**src/hdl/lrva_pkg.sv**
```systemverilog
package lrva_pkg;

   localparam int STATES_DEF     = 8;
   localparam int FRAME_BITS_DEF = 16;
   localparam int QUEUE_DEPTH_DEF = 2;
   localparam int STATE_MAX_BITS = 5;
   localparam int FRAME_MAX_BITS = 32;
   localparam int CSR_ADDR_BITS  = 3;

   localparam logic signed [31:0] FLOOR_RESET = -32'sd16777216;
   localparam logic [31:0] RECIP_FIFTH = 32'hCCCCCCCD;
   localparam int RECIP_SHIFT = 34;

   localparam logic [1:0] OP_START = 2'd0;
   localparam logic [1:0] OP_EMIT  = 2'd1;
   localparam logic [1:0] OP_READ  = 2'd2;

   localparam logic [CSR_ADDR_BITS-1:0] CSR_FLOOR = 3'd0;

   typedef enum logic [2:0] {
      CMD_START,
      CMD_EMIT,
      CMD_RDROW,
      CMD_RDFRAME,
      CMD_RDZERO,
      CMD_ORDER,
      CMD_NOP
   } cmd_kind_type;

   typedef struct packed {
      cmd_kind_type                kind;
      logic signed [31:0]          score;
      logic [STATE_MAX_BITS-1:0]   state;
      logic [STATE_MAX_BITS-1:0]   col;
      logic [FRAME_MAX_BITS-1:0]   frame;
      logic                        frame_end;
      logic                        started;
   } cmd_type;

   function automatic logic signed [31:0] sat33(input logic signed [32:0] v);
      logic signed [31:0] r;
      if (v[32] != v[31]) begin
         r = v[32] ? 32'sh80000000 : 32'sh7FFFFFFF;
      end else begin
         r = v[31:0];
      end
      return r;
   endfunction

endpackage

```
**src/hdl/lrva_req_if.sv**
```systemverilog
interface lrva_req_if;
   logic        valid;
   logic        ready;
   logic [1:0]  op;
   logic [31:0] state_score;
   logic [3:0]  boundary_index;

   modport source (output valid, output op, output state_score, output boundary_index,
                   input ready);
   modport sink (input valid, input op, input state_score, input boundary_index,
                 output ready);
endinterface

```
**src/hdl/lrva_rsp_if.sv**
```systemverilog
interface lrva_rsp_if;
   logic        valid;
   logic        ready;
   logic [31:0] path_score;
   logic [2:0]  state_number;
   logic        frame_end;
   logic [15:0] boundary_frame;
   logic        order_error;

   modport source (output valid, output path_score, output state_number,
                   output frame_end, output boundary_frame, output order_error,
                   input ready);
   modport sink (input valid, input path_score, input state_number,
                 input frame_end, input boundary_frame, input order_error,
                 output ready);
endinterface

```
**src/hdl/lrva_front.sv**
```systemverilog
module lrva_front import lrva_pkg::*; #(
   parameter int STATES     = STATES_DEF,
   parameter int FRAME_BITS = FRAME_BITS_DEF
) (
   input  logic     clock,
   input  logic     reset,
   lrva_req_if.sink req,
   output cmd_type  cmd,
   output logic     cmd_valid,
   input  logic     cmd_ready
);

   localparam int SB = (STATES > 1) ? $clog2(STATES) : 1;
   localparam logic [SB-1:0] TOP_STATE = SB'(STATES - 1);

   logic [SB-1:0]         expected_ff, expected_in;
   logic [FRAME_BITS-1:0] frame_ff, frame_in;
   logic                  started_ff, started_in;
   logic                  accept;

   assign req.ready = cmd_ready;
   assign cmd_valid = req.valid;
   assign accept    = req.valid && cmd_ready;

   always_comb begin
      cmd.score     = req.state_score;
      cmd.state     = STATE_MAX_BITS'(TOP_STATE);
      cmd.col       = STATE_MAX_BITS'(req.boundary_index);
      cmd.frame     = FRAME_MAX_BITS'(frame_ff);
      cmd.frame_end = 1'b0;
      cmd.started   = started_ff;
      case (req.op)
         OP_START: begin
            cmd.kind  = CMD_START;
            cmd.state = '0;
         end
         OP_EMIT: begin
            cmd.kind      = started_ff ? CMD_EMIT : CMD_ORDER;
            cmd.state     = STATE_MAX_BITS'(expected_ff);
            cmd.frame_end = started_ff && (expected_ff == '0);
         end
         OP_READ: begin
            if (req.boundary_index != 4'd0 &&
                32'(req.boundary_index) < 32'(STATES)) begin
               cmd.kind = CMD_RDROW;
            end else if (32'(req.boundary_index) == 32'(STATES)) begin
               cmd.kind = CMD_RDFRAME;
            end else begin
               cmd.kind = CMD_RDZERO;
            end
         end
         default: begin
            cmd.kind = CMD_NOP;
         end
      endcase
   end

   always_comb begin
      expected_in = expected_ff;
      frame_in    = frame_ff;
      started_in  = started_ff;
      if (accept) begin
         if (req.op == OP_START) begin
            expected_in = TOP_STATE;
            frame_in    = FRAME_BITS'(1);
            started_in  = 1'b1;
         end else if (req.op == OP_EMIT && started_ff) begin
            if (expected_ff == '0) begin
               expected_in = TOP_STATE;
               frame_in    = frame_ff + FRAME_BITS'(1);
            end else begin
               expected_in = expected_ff - SB'(1);
            end
         end
      end
   end

   always_ff @(posedge clock) begin
      if (reset) begin
         expected_ff <= TOP_STATE;
         frame_ff    <= '0;
         started_ff  <= 1'b0;
      end else begin
         expected_ff <= expected_in;
         frame_ff    <= frame_in;
         started_ff  <= started_in;
      end
   end

endmodule

```
**src/hdl/lrva_queue.sv**
```systemverilog
module lrva_queue import lrva_pkg::*; #(
   parameter int DEPTH = QUEUE_DEPTH_DEF
) (
   input  logic    clock,
   input  logic    reset,
   input  cmd_type in_cmd,
   input  logic    in_valid,
   output logic    in_ready,
   output cmd_type out_cmd,
   output logic    out_valid,
   input  logic    out_ready
);

   localparam int PB = (DEPTH > 1) ? $clog2(DEPTH) : 1;
   localparam int CB = $clog2(DEPTH + 1);

   cmd_type        slot_ff [DEPTH];
   logic [PB-1:0]  wr_ff, wr_in, rd_ff, rd_in;
   logic [CB-1:0]  count_ff, count_in;
   logic           push, pop;

   assign in_ready  = count_ff != CB'(DEPTH);
   assign out_valid = count_ff != '0;
   assign out_cmd   = slot_ff[rd_ff];
   assign push      = in_valid && in_ready;
   assign pop       = out_valid && out_ready;

   always_comb begin
      wr_in    = wr_ff;
      rd_in    = rd_ff;
      count_in = count_ff;
      if (push) begin
         wr_in = (wr_ff == PB'(DEPTH - 1)) ? '0 : wr_ff + PB'(1);
      end
      if (pop) begin
         rd_in = (rd_ff == PB'(DEPTH - 1)) ? '0 : rd_ff + PB'(1);
      end
      if (push && !pop) begin
         count_in = count_ff + CB'(1);
      end else if (pop && !push) begin
         count_in = count_ff - CB'(1);
      end
   end

   always_ff @(posedge clock) begin
      if (reset) begin
         wr_ff    <= '0;
         rd_ff    <= '0;
         count_ff <= '0;
      end else begin
         wr_ff    <= wr_in;
         rd_ff    <= rd_in;
         count_ff <= count_in;
      end
   end

   always_ff @(posedge clock) begin
      if (push) begin
         slot_ff[wr_ff] <= in_cmd;
      end
   end

endmodule

```
**src/hdl/lrva_back.sv**
```systemverilog
module lrva_back import lrva_pkg::*; #(
   parameter int STATES     = STATES_DEF,
   parameter int FRAME_BITS = FRAME_BITS_DEF
) (
   input  logic               clock,
   input  logic               reset,
   input  cmd_type            cmd,
   input  logic               cmd_valid,
   output logic               cmd_ready,
   input  logic signed [31:0] floor_score,
   lrva_rsp_if.source         rsp
);

   localparam int SB = (STATES > 1) ? $clog2(STATES) : 1;
   localparam int RW = STATES * FRAME_BITS;
   localparam logic [SB-1:0] TOP_STATE = SB'(STATES - 1);

   typedef enum logic [4:0] {
      B_IDLE = 5'b00001,
      B_MUL  = 5'b00010,
      B_ADD  = 5'b00100,
      B_READ = 5'b01000,
      B_EXEC = 5'b10000
   } back_state_type;

   back_state_type state_ff, state_in;

   cmd_type            cmd_ff;
   logic [SB-1:0]      step_ff;
   logic signed [31:0] chain_ff;
   logic [31:0]        mag_ff;
   logic               neg_ff;
   logic [63:0]        prod_ff;

   logic signed [31:0] path_mem [STATES];
   logic [RW-1:0]      row_mem [STATES];
   logic [STATES-1:0]  rvalid_ff;

   logic signed [31:0] pa_rd_ff, pb_rd_ff;
   logic [RW-1:0]      row_rd_ff;
   logic               rowv_ff;

   logic               out_valid_ff;
   logic signed [31:0] out_ps_ff;
   logic [2:0]         out_sn_ff;
   logic               out_fe_ff;
   logic [15:0]        out_bf_ff;
   logic               out_oe_ff;

   logic               accept;
   logic [SB-1:0]      s_cur, rb_addr;
   logic [31:0]        mag_now;
   logic [32:0]        seed_total;
   logic signed [31:0] seed_val;
   logic               better;
   logic signed [31:0] base, sum;
   logic [RW-1:0]      new_row;
   logic [FRAME_BITS-1:0] col_val;

   logic               path_we;
   logic [SB-1:0]      path_wa;
   logic signed [31:0] path_wd;
   logic               row_we;

   logic               out_we;
   logic signed [31:0] out_ps;
   logic [2:0]         out_sn;
   logic               out_fe;
   logic [15:0]        out_bf;
   logic               out_oe;

   assign cmd_ready = (state_ff == B_IDLE) && (!out_valid_ff || rsp.ready);
   assign accept    = cmd_valid && cmd_ready;

   assign s_cur   = cmd_ff.state[SB-1:0];
   assign rb_addr = (cmd_ff.kind == CMD_EMIT && s_cur != '0) ? s_cur - SB'(1) : s_cur;
   assign mag_now = chain_ff[31] ? 32'(-chain_ff) : 32'(chain_ff);

   always_comb begin
      seed_total = {1'b0, mag_ff} + 33'(prod_ff[63:RECIP_SHIFT]);
      if (!neg_ff) begin
         seed_val = (seed_total > 33'h07FFFFFFF) ? 32'sh7FFFFFFF : seed_total[31:0];
      end else begin
         seed_val = (seed_total > 33'h080000000) ? 32'sh80000000 : 32'(-seed_total);
      end
   end

   always_comb begin
      better  = (s_cur != '0) && (pb_rd_ff > pa_rd_ff);
      base    = better ? pb_rd_ff : pa_rd_ff;
      sum     = sat33({base[31], base} + {cmd_ff.score[31], cmd_ff.score});
      col_val = rowv_ff ? row_rd_ff[cmd_ff.col[SB-1:0]*FRAME_BITS +: FRAME_BITS] : '0;
      for (int i = 0; i < STATES; i++) begin
         if (i >= 1 && i < int'(s_cur)) begin
            new_row[i*FRAME_BITS +: FRAME_BITS] =
               rowv_ff ? row_rd_ff[i*FRAME_BITS +: FRAME_BITS] : '0;
         end else if (i == int'(s_cur)) begin
            new_row[i*FRAME_BITS +: FRAME_BITS] = cmd_ff.frame[FRAME_BITS-1:0];
         end else begin
            new_row[i*FRAME_BITS +: FRAME_BITS] = '0;
         end
      end
   end

   always_comb begin
      state_in = state_ff;
      path_we  = 1'b0;
      path_wa  = s_cur;
      path_wd  = sum;
      row_we   = 1'b0;
      out_we   = 1'b0;
      out_ps   = '0;
      out_sn   = '0;
      out_fe   = 1'b0;
      out_bf   = '0;
      out_oe   = 1'b0;
      case (state_ff)
         B_IDLE: begin
            if (accept) begin
               case (cmd.kind)
                  CMD_START: begin
                     path_we  = 1'b1;
                     path_wa  = '0;
                     path_wd  = cmd.score;
                     out_we   = 1'b1;
                     out_ps   = cmd.score;
                     state_in = B_MUL;
                  end
                  CMD_EMIT, CMD_RDROW, CMD_RDFRAME, CMD_RDZERO: begin
                     state_in = B_READ;
                  end
                  CMD_ORDER: begin
                     out_we = 1'b1;
                     out_oe = 1'b1;
                  end
                  default: begin
                     out_we = 1'b1;
                  end
               endcase
            end
         end
         B_MUL: begin
            state_in = B_ADD;
         end
         B_ADD: begin
            path_we  = 1'b1;
            path_wa  = step_ff;
            path_wd  = seed_val;
            state_in = (step_ff == TOP_STATE) ? B_IDLE : B_MUL;
         end
         B_READ: begin
            state_in = B_EXEC;
         end
         B_EXEC: begin
            out_we   = 1'b1;
            state_in = B_IDLE;
            if (cmd_ff.kind == CMD_EMIT) begin
               path_we = 1'b1;
               row_we  = better;
               out_ps  = sum;
               out_sn  = 3'(s_cur);
               out_fe  = cmd_ff.frame_end;
            end else begin
               out_ps = cmd_ff.started ? pa_rd_ff : '0;
               out_sn = 3'(TOP_STATE);
               if (cmd_ff.kind == CMD_RDROW) begin
                  out_bf = 16'(col_val);
               end else if (cmd_ff.kind == CMD_RDFRAME) begin
                  out_bf = 16'(cmd_ff.frame);
               end
            end
         end
         default: begin
            state_in = B_IDLE;
         end
      endcase
   end

   always_ff @(posedge clock) begin
      if (reset) begin
         state_ff     <= B_IDLE;
         rvalid_ff    <= '0;
         out_valid_ff <= 1'b0;
      end else begin
         state_ff <= state_in;
         if (accept && cmd.kind == CMD_START) begin
            rvalid_ff <= '0;
         end else if (row_we) begin
            rvalid_ff[s_cur] <= 1'b1;
         end
         if (out_we) begin
            out_valid_ff <= 1'b1;
         end else if (rsp.ready) begin
            out_valid_ff <= 1'b0;
         end
      end
   end

   always_ff @(posedge clock) begin
      if (accept) begin
         cmd_ff   <= cmd;
         chain_ff <= floor_score;
         step_ff  <= SB'(1);
      end
      if (state_ff == B_MUL) begin
         prod_ff <= mag_now * RECIP_FIFTH;
         mag_ff  <= mag_now;
         neg_ff  <= chain_ff[31];
      end
      if (state_ff == B_ADD) begin
         chain_ff <= seed_val;
         step_ff  <= step_ff + SB'(1);
      end
      if (out_we) begin
         out_ps_ff <= out_ps;
         out_sn_ff <= out_sn;
         out_fe_ff <= out_fe;
         out_bf_ff <= out_bf;
         out_oe_ff <= out_oe;
      end
   end

   always_ff @(posedge clock) begin
      if (state_ff == B_READ) begin
         pa_rd_ff  <= path_mem[s_cur];
         pb_rd_ff  <= path_mem[rb_addr];
         row_rd_ff <= row_mem[rb_addr];
         rowv_ff   <= rvalid_ff[rb_addr];
      end
      if (path_we) begin
         path_mem[path_wa] <= path_wd;
      end
      if (row_we) begin
         row_mem[s_cur] <= new_row;
      end
   end

   assign rsp.valid          = out_valid_ff;
   assign rsp.path_score     = out_ps_ff;
   assign rsp.state_number   = out_sn_ff;
   assign rsp.frame_end      = out_fe_ff;
   assign rsp.boundary_frame = out_bf_ff;
   assign rsp.order_error    = out_oe_ff;

endmodule

```
**src/hdl/left_right_viterbi_aligner_core.sv**
```systemverilog
// Frame-synchronous Viterbi aligner over a left-to-right chain of STATES states. One beat in
// gives one beat out. The front takes a request beat every cycle while its command queue
// (QUEUE_DEPTH entries) has room; the back handles an emission or read beat as a registered read
// of the path-score and entry-frame memories, then an update, and a start beat as a seeding
// chain of one multiply step and one add step for each state after state 0. Beats for order
// errors or the unused op are answered straight from the idle state. Rows of the entry
// table carry valid bits cleared by start, so no clearing pass is needed.
module left_right_viterbi_aligner_core import lrva_pkg::*; #(
   parameter int STATES      = STATES_DEF,
   parameter int FRAME_BITS  = FRAME_BITS_DEF,
   parameter int QUEUE_DEPTH = QUEUE_DEPTH_DEF
) (
   input  logic                     clock,
   input  logic                     reset,
   lrva_req_if.sink                 req_bus,
   lrva_rsp_if.source               rsp_bus,
   input  logic                     psel,
   input  logic                     penable,
   input  logic                     pwrite,
   input  logic [CSR_ADDR_BITS-1:0] paddr,
   input  logic [31:0]              pwdata,
   output logic [31:0]              prdata,
   output logic                     pready
);

   logic signed [31:0] floor_ff;
   cmd_type            f_cmd, q_cmd;
   logic               f_valid, f_ready, q_valid, q_ready;

   assign pready = 1'b1;
   assign prdata = (paddr == CSR_FLOOR) ? floor_ff : '0;

   always_ff @(posedge clock) begin
      if (reset) begin
         floor_ff <= FLOOR_RESET;
      end else if (psel && penable && pwrite && paddr == CSR_FLOOR) begin
         floor_ff <= pwdata;
      end
   end

   lrva_front #(.STATES(STATES), .FRAME_BITS(FRAME_BITS)) u_front (
      .clock     (clock),
      .reset     (reset),
      .req       (req_bus),
      .cmd       (f_cmd),
      .cmd_valid (f_valid),
      .cmd_ready (f_ready)
   );

   lrva_queue #(.DEPTH(QUEUE_DEPTH)) u_queue (
      .clock     (clock),
      .reset     (reset),
      .in_cmd    (f_cmd),
      .in_valid  (f_valid),
      .in_ready  (f_ready),
      .out_cmd   (q_cmd),
      .out_valid (q_valid),
      .out_ready (q_ready)
   );

   lrva_back #(.STATES(STATES), .FRAME_BITS(FRAME_BITS)) u_back (
      .clock       (clock),
      .reset       (reset),
      .cmd         (q_cmd),
      .cmd_valid   (q_valid),
      .cmd_ready   (q_ready),
      .floor_score (floor_ff),
      .rsp         (rsp_bus)
   );

   a_order_clean: assert property (@(posedge clock) disable iff (reset)
      rsp_bus.valid && rsp_bus.order_error |->
         rsp_bus.path_score == '0 && !rsp_bus.frame_end && rsp_bus.boundary_frame == '0)
      else $error("order error beat carries payload");

   a_frame_end_state0: assert property (@(posedge clock) disable iff (reset)
      rsp_bus.valid && rsp_bus.frame_end |-> rsp_bus.state_number == '0)
      else $error("frame end on state other than 0");

   a_full_queue_busy: assert property (@(posedge clock) disable iff (reset)
      !f_ready |-> q_valid)
      else $error("queue full but empty at output");

endmodule

```
**src/flat_wrapper.sv**
```systemverilog
// flat-port wrapper written by rule: the top's interface ports become plain ports
module left_right_viterbi_aligner_core_flat import lrva_pkg::*;
#(
   parameter int STATES      = STATES_DEF,
   parameter int FRAME_BITS  = FRAME_BITS_DEF,
   parameter int QUEUE_DEPTH = QUEUE_DEPTH_DEF
)
  (clock, reset, psel, penable, pwrite, paddr, pwdata, prdata, pready, req_bus_valid, req_bus_op, req_bus_state_score, req_bus_boundary_index, req_bus_ready, rsp_bus_valid, rsp_bus_path_score, rsp_bus_state_number, rsp_bus_frame_end, rsp_bus_boundary_frame, rsp_bus_order_error, rsp_bus_ready);
  lrva_req_if req_bus_i ();
  lrva_rsp_if rsp_bus_i ();
  input  logic clock;
  input  logic reset;
  input  logic psel;
  input  logic penable;
  input  logic pwrite;
  input  logic [CSR_ADDR_BITS-1:0] paddr;
  input  logic [31:0] pwdata;
  output logic [31:0] prdata;
  output logic pready;
  input wire logic [$bits(req_bus_i.valid)-1:0] req_bus_valid;
  input wire logic [$bits(req_bus_i.op)-1:0] req_bus_op;
  input wire logic [$bits(req_bus_i.state_score)-1:0] req_bus_state_score;
  input wire logic [$bits(req_bus_i.boundary_index)-1:0] req_bus_boundary_index;
  output wire logic [$bits(req_bus_i.ready)-1:0] req_bus_ready;
  output wire logic [$bits(rsp_bus_i.valid)-1:0] rsp_bus_valid;
  output wire logic [$bits(rsp_bus_i.path_score)-1:0] rsp_bus_path_score;
  output wire logic [$bits(rsp_bus_i.state_number)-1:0] rsp_bus_state_number;
  output wire logic [$bits(rsp_bus_i.frame_end)-1:0] rsp_bus_frame_end;
  output wire logic [$bits(rsp_bus_i.boundary_frame)-1:0] rsp_bus_boundary_frame;
  output wire logic [$bits(rsp_bus_i.order_error)-1:0] rsp_bus_order_error;
  input wire logic [$bits(rsp_bus_i.ready)-1:0] rsp_bus_ready;
  assign req_bus_i.valid = req_bus_valid;
  assign req_bus_i.op = req_bus_op;
  assign req_bus_i.state_score = req_bus_state_score;
  assign req_bus_i.boundary_index = req_bus_boundary_index;
  assign req_bus_ready = req_bus_i.ready;
  assign rsp_bus_valid = rsp_bus_i.valid;
  assign rsp_bus_path_score = rsp_bus_i.path_score;
  assign rsp_bus_state_number = rsp_bus_i.state_number;
  assign rsp_bus_frame_end = rsp_bus_i.frame_end;
  assign rsp_bus_boundary_frame = rsp_bus_i.boundary_frame;
  assign rsp_bus_order_error = rsp_bus_i.order_error;
  assign rsp_bus_i.ready = rsp_bus_ready;
  left_right_viterbi_aligner_core #(.STATES(STATES), .FRAME_BITS(FRAME_BITS), .QUEUE_DEPTH(QUEUE_DEPTH)) u_core (.clock(clock), .reset(reset), .req_bus(req_bus_i), .rsp_bus(rsp_bus_i), .psel(psel), .penable(penable), .pwrite(pwrite), .paddr(paddr), .pwdata(pwdata), .prdata(prdata), .pready(pready));
endmodule
```
**config.mk**
```make
export PLATFORM = sky130hd
export DESIGN_NAME = left_right_viterbi_aligner_core_flat
export DESIGN_NICKNAME = d
export VERILOG_FILES = /design/src/hdl/lrva_pkg.sv /design/src/hdl/lrva_req_if.sv /design/src/hdl/lrva_rsp_if.sv /design/src/hdl/lrva_front.sv /design/src/hdl/lrva_queue.sv /design/src/hdl/lrva_back.sv /design/src/hdl/left_right_viterbi_aligner_core.sv /design/src/flat_wrapper.sv
export SDC_FILE = /design/constraint.sdc
export NUM_CORES = 2
export LEC_CHECK = 0
export BUFFER_PORTS_ARGS = -buffer_cell sky130_fd_sc_hd__buf_4
export CORE_UTILIZATION = 55
export DETAILED_ROUTE_END_ITERATION = 10
export PLACE_DENSITY = 0.71
export SYNTH_ARGS = -nofsm -noshare
export SYNTH_HDL_FRONTEND = slang
export SYNTH_SLANG_ARGS = --single-unit
```
**constraint.sdc**
```tcl
create_clock -name clock -period 19.3 [get_ports clock]
set_clock_uncertainty 0.15 [all_clocks]
set_input_delay 0 -clock clock [delete_from_list [all_inputs] [get_ports clock]]
set_output_delay 0 -clock clock [all_outputs]
set_load 0.005 [all_outputs]
```
After elaboration in Yosys (flattened, before gate mapping)
Memories as Yosys holds them, arrays and structs flattened. A register that Yosys moved wholly into a read port is not among the register bits.
Index checks and enable logic that the tools add are counted.
{ "totals": {"output_inout_bits": 88, "regBits": 315, "ramBits": 1400, "in_bits": 80, "wordCells": 221, "memories": 3} }
{ "classes": {"n_shift": 1, "n_mul": 1, "n_reduce_logical": 41, "n_eq_ne": 28, "magnitude_cmp": 13, "bitwise_logic": 2, "n_mux": 92, "add_sub_neg": 12} }
{ "mem_list": {"columns": ["memory", "words", "width", "read_ports", "rd_ports_with_merged_regs", "write_ports", "line_no", "rtl"], "rows": [
  ["u_core.u_back.row_mem", 8, 128, 1, 1, 1, "lrva_back.sv:36", "logic [RW-1:0] row_mem [STATES];"],
  ["u_core.u_back.path_mem", 8, 32, 2, 2, 1, "lrva_back.sv:35", "logic signed [31:0] path_mem [STATES];"],
  ["u_core.u_queue.slot_ff", 2, 60, 1, 1, 1, "lrva_queue.sv:17", "cmd_type slot_ff [DEPTH];"]
]} }
{ "op_table": {"columns": ["operator", "count"], "rows": [
  ["$mux W32", 16],
  ["$mux W16", 26],
  ["$pmux W32 S2", 2],
  ["$shiftx A128 B8 Y16", 1],
  ["$mul A32 B32 Y64 const B", 1],
  ["$neg A32 Y32", 2],
  ["$mux W3", 12],
  ["$add A32 B30 Y33", 1],
  ["$add A32 B32 Y33", 1],
  ["$gt A33 B31 Y1 const B", 1],
  ["$gt A33 B32 Y1 const B", 1],
  ["$gt A32 B32 Y1", 1],
  ["$mux W1", 23],
  ["$pmux W5 S4", 1],
  ["$add A16 B1 Y16 const B", 1],
  ["$logic_and A1 B1 Y1", 15],
  ["$eq A3 B2 Y1 const B", 4],
  ["$eq A3 B3 Y1 const A", 4],
  ["$logic_not A3 Y1", 4],
  ["$pmux W3 S2", 2],
  ["$reduce_bool A2 Y1", 6],
  ["$pmux W5 S2", 1],
  ["$reduce_and A2 Y1", 5],
  ["$eq A3 B3 Y1 const B", 3],
  ["42 further kinds", 56]
]} }

Longest topological paths before layout
{ "logic_depth": {"depth_word": 9, "depth_mapped": 35, "ltp_nobuf": 35} }

Modules after synthesis
Synthesis repeated with hierarchy kept, for this count alone.
{ "unflattened": {"cells_unflattened": 6398, "area_unflattened_um2": 98974.9} }
{ "by_module_without_submodules": {"columns": ["module", "instances", "cells_each", "seq_area_each_um2", "area_each_um2"], "rows": [
  ["lrva_back", 1, 5750, 50818.7, 89753.6],
  ["lrva_queue", 1, 270, 4844.6, 5958.2],
  ["left_right_viterbi_aligner_core", 1, 178, 640.6, 1671.6],
  ["lrva_front", 1, 200, 400.4, 1591.5]
]} }

Worst setup path before layout
No wires, ideal clock.
{ "synth_path": {"path_type": "register to register", "from": "register u_core.u_back.pa_rd_ff[9] (read register of u_core.u_back.path_mem)", "to": "memory u_core.u_back.row_mem[2][0] in the netlist's numbering, enable pin", "stages_incl_launch_ff": 16, "required_time_ps": 18221, "n_path_buf": 2, "arrival_time_ps": 14820, "synth_period_minus_slack_ps": 15899, "slack_ps": 3401, "setup_time_ps": 929, "cell_sequence": "edfxtp_1 inv_1 ha_1 a21o_1 a21o_1 a21o_1 a21o_1 a21o_1 a21o_1 a21oi_1 o22a_1 a21oi_1 nand3b_1 clkbuf_1 clkbuf_1 nor4_1"} }
{ "synth_via": {"elab_chain_cells": 6} }
{ "synth_rtl": {"columns": ["item", "line_no", "rtl"], "rows": [
  ["from (decl)", "lrva_back.sv:39", "logic signed [31:0] pa_rd_ff, pb_rd_ff;"],
  ["$gt A32 B32 Y1", "lrva_back.sv:89", "better = (s_cur != '0) && (pb_rd_ff > pa_rd_ff);"],
  ["$logic_and A1 B1 Y1", "lrva_back.sv:89", null],
  ["$mux W1", "lrva_back.sv:157", "if (cmd_ff.kind == CMD_EMIT) begin"],
  ["$mux W1", "lrva_back.sv:117", "case (state_ff)"],
  ["$mux W1", "lrva_back.sv:233", "if (row_we) begin"],
  ["$mux W1 (not written as such)", "lrva_back.sv:234", "row_mem[s_cur] <= new_row;"],
  ["to (decl)", "lrva_back.sv:36", null]
]} }
No other way between the ends.

Final worst setup path
{ "layout_path": {"from": "register u_core.u_back.chain_ff[0]", "to": "register u_core.u_back.prod_ff[63] (data pin)"} }
{ "layout_via": {"elab_chain_cells": 3} }
{ "layout_rtl": {"columns": ["item", "line_no", "rtl"], "rows": [
  ["from (decl)", "lrva_back.sv:30", "logic signed [31:0] chain_ff;"],
  ["from (signal assigned)", "lrva_back.sv:202", "chain_ff <= floor_score;"],
  ["from (signal assigned)", "lrva_back.sv:211", "chain_ff <= seed_val;"],
  ["$neg A32 Y32", "lrva_back.sv:77", "assign mag_now = chain_ff[31] ? 32'(-chain_ff) : 32'(chain_ff);"],
  ["$mux W32", "lrva_back.sv:77", null],
  ["net u_core.u_back.mag_now[29]", "lrva_back.sv:52", "logic [31:0] mag_now;"],
  ["$mul A32 B32 Y64", "lrva_back.sv:206", "prod_ff <= mag_now * RECIP_FIFTH;"],
  ["to (signal assigned)", "lrva_back.sv:206", null],
  ["to (decl)", "lrva_back.sv:33", "logic [63:0] prod_ff;"]
]} }
The timed path passes the listed nets, and every way through them passes these cells.
A chain may end at the register's enable or synchronous reset.

==> metrics.md <==
| Metric | Value |
|---|---|
| R2r setup slk | 7.99 ns |
| Final Net Count | 7752 |
| Main synth FF type | edfxtp_1 |
| Seq cells post-synth | 1872 |
| Slew HR | 5.20% |
| Final period util | 58.6% |
| Gr usage total | 29.6% |
| Cell count after synthesis | 6432 |
| IO Port Bufs | 166 |
| Max cap viols | 0 |
| Total CTS buffers | 180 |
| Synth Area in Adders | 14.2% |
| Proportion of synthesized area in mux cells | 12.0% |
| Worst EP required | 19.68 ns |
| Fillers | 12348 |
| Worst Setup Start Kind | flop |
| Crit-path max FO | 11 |
| Fin. Hold Viols | 0 |
| Grt ovf | 0 |
| YS warnings | 0 |
| Worst Hold Class | in -> reg |
| Initial antenna violation count | 13 |
| DRC | 0 |
| H-Tree Depth | 4 |
| Crit end category | flop |
| Wirelength per Cell | 28.2 um |
| Post-route ant nets | 0 |
| Max stage delay on crit path | 0.93 ns |
| First-pass DRT Iterations | 7 |
| Slew @ Worst Pin | 1.40 ns |
| Outcome | finished, final reports clean |
| Sum of negative setup slack | 0 ns |
| Initial core utilization | 55.5% |
| Vias in the first global route | 59831 |
| GPL Wtd Cong | 0.962 |
| Skew-Pair Late Insertion Delay | 0.84 ns |
| Largest family of logic cells by synthesized area | adder cells |
| Area growth syn-to-layout | 12.4% |
| Post-Syn Area | 96900 um2 |
| # Post-CTS Setup Buffers | 0 |
| Max Slew Vio Count | 0 |
| WHS | 0.106 ns |
| Unique masters post-synth | 96 |
| RSZ-0062 raised after global routing | no |
| CTS root buffer | clkbuf_16 |
| Complex-gate fraction of the synthesized area | 6.18% |
| Crit path max-delay family | adder cells |
| Post-synth ARST share | 0% |
| Clock sink total | 1872 |
| Via count | 58631 |
| Die ar. | 178000 um2 |
| Largest cells by area after synthesis | edfxtp_1 56%, fa_1 8.4%, mux4_2 8.3% |
| Fmax | 88.4 MHz |
| Number of flops mapped to enable cells by yosys | 1801 |
| Initial drt markers | 6385 |
| Share of the synthesized area in the top cell type | 55.8% |
| Final setup vio count | 0 |
| Critical setup path kind | reg -> reg |
| Clock Tree Buf Depth | 3 |
| Slowest CP cell | o31ai_1 |
| Proportion of layout cells with a drive suffix above 1 | 17.4% |
| Clock transition at the registers of the reported paths | 0.06 ns |
| CTS tree | built |
| I/O pin count | 168 |
| Fin util | 62.4% |
| Synth Net Count | 7365 |
| Data arrival time of the worst path | 11.69 ns |
| Buffers and inverters on the worst path | 6 |
| Post-synth top area cell | edfxtp_1 |
| Core area | 174000 um2 |
| Largest net degree at the start of global routing | 160 |
| Post-detail-place hpwl | 168000 um |
| Post-Synth Simple-Gate Area | 5.04% |
| Min Tclk post-route | 11.31 ns |
| DIE WIDTH | 422 um |
| Via-per-instance ratio | 6.31 |
| Syn Area/Cell | 15.1 um2 |
| Seq/Total Area, Yosys | 57.3% |
| Die H | 422 um |
| Drt total wl | 263000 um |
| Post-Synth XOR/XNOR Area | 1.49% |
| Rows | 153 |
| First-pass GRT wire length | 389000 um |
[routing by layer]
layer | wire length, um | vias to the layer above | part of all wire (%) | global-route usage (%)
met4 | 11100 | 4 | 4.2 | 12.1
met5 | 26 | - | 0.0099 | 0
li1 | - | 24875 | - | -
met2 | 125000 | 2986 | 47 | 47.0
met3 | 23100 | 616 | 8.8 | 5.66
met1 | 104000 | 30150 | 40 | 40.5
[synth_stat cells, types with 18 or more instances]
cell,n
edfxtp_1,1801
inv_1,706
ha_1,448
fa_1,405
mux4_2,356
nand2_1,348
mux2_2,266
clkbuf_1,200
o21ai_0,188
nor2_1,187
a21oi_1,174
nand3_1,105
xnor2_1,98
a21o_1,78
and2_1,76
dfxtp_1,71
xor2_1,67
nor3_1,61
a22oi_1,60
mux2i_1,60
buf_1,58
a22o_1,55
and3_1,51
o21a_1,32
nand4_1,29
o221ai_1,26
o211ai_1,23
a221oi_1,22
a211oi_1,20
nor2b_1,19
o31ai_1,19
or3_1,19
a31oi_1,18
nand2b_1,18
[logic make-up (layout without fill, tap and decap cells)]
| kind of cell | Yosys count | after routing |
|---|---|---|
| other | 1 | 10 |
| AND/OR/NAND/NOR | 1002 | 1002 |
| buffers and inverters | 982 | 1511 |
| flip-flops | 1872 | 1872 |
| multiplexers | 682 | 682 |
| adder cells (fa/ha/maj) | 853 | 853 |
| XOR/XNOR | 165 | 165 |
| AO/OA/AOI/OAI | 875 | 875 |
[placed cells by master, fill, tap and decap left out, types with 182 or more instances in the layout]
cell type         n
edfxtp_1       1801
inv_1           703
ha_1            448
fa_1            405
mux4_2          356
nand2_1         348
mux2_2          266
buf_4           264
dlygate4sd3_1   206
o21ai_0         188
clkbuf_16       182
[stage by stage]
step           setup WS [ns]  cells  cell area (um2)
6_report                7.99   9295           109000
5_1_grt                 7.48   9291           109000
4_1_cts                 8.09   9286           109000
3_5_place_dp            8.16   8756           101000
3_3_place_gp            8.21   8756           101000
2_1_floorplan           3.40   6432            96900
[timing repair]
action / CTS / global route
hold buffers: 206 / 0
gates resized for setup: 0 / 0
endpoints found under the setup margin: 0 / 0
hold endpoints to repair: 216 / 0
[worst min-delay path, stage by stage]
cell and delay (ns):
dlygate4sd3_1 0.54, buf_4 0.32, nor2_1 0.16
[worst paths after layout]
path                                                         startpoint                                       to  depth (start not counted)
worst min-delay path                                              reset  u_core.u_front.frame_ff[0]$_SDFFE_PP0P_                          3
worst max-delay path                u_core.u_back.chain_ff[0]$_DFFE_PP_      u_core.u_back.prod_ff[63]$_DFFE_PP_                         34
worst max register to register      u_core.u_back.chain_ff[0]$_DFFE_PP_      u_core.u_back.prod_ff[63]$_DFFE_PP_                         34
worst min register to register  u_core.u_back.rvalid_ff[4]$_SDFFE_PP0P_  u_core.u_back.rvalid_ff[4]$_SDFFE_PP0P_                          2
[cell type report]
class / instances / area [um2] / share of cell area, %
tap: 2325 / 2910 / 2.67
clock inverter: 85 / 815 / 0.748
clock buffer: 239 / 4820 / 4.43
inverter: 707 / 2660 / 2.44
multi-input combinational: 3578 / 37900 / 34.8
timing repair buffer: 480 / 4240 / 3.90
sequential: 1872 / 55500 / 51.0
antenna: 9 / 22.5 / 0.0207
[state kept, by name (all words and copies together) (netlist names), 32 cells and up, named ones only]
name	flops
u_core.u_back.pb_rd_ff	32
u_core.u_back.row_rd_ff	128
u_core.u_queue.slot_ff	118
u_core.u_back.rsp.path_score	32
u_core.u_back.chain_ff	32
u_core.u_back.pa_rd_ff	32
u_core.u_back.row_mem	1024
u_core.u_back.path_mem	256
u_core.floor_ff	32
u_core.u_back.mag_ff	32
u_core.u_back.cmd_ff	59
Power is not shown: default switching activity piles up to over one toggle a cycle in this logic, so the estimate is an artifact.
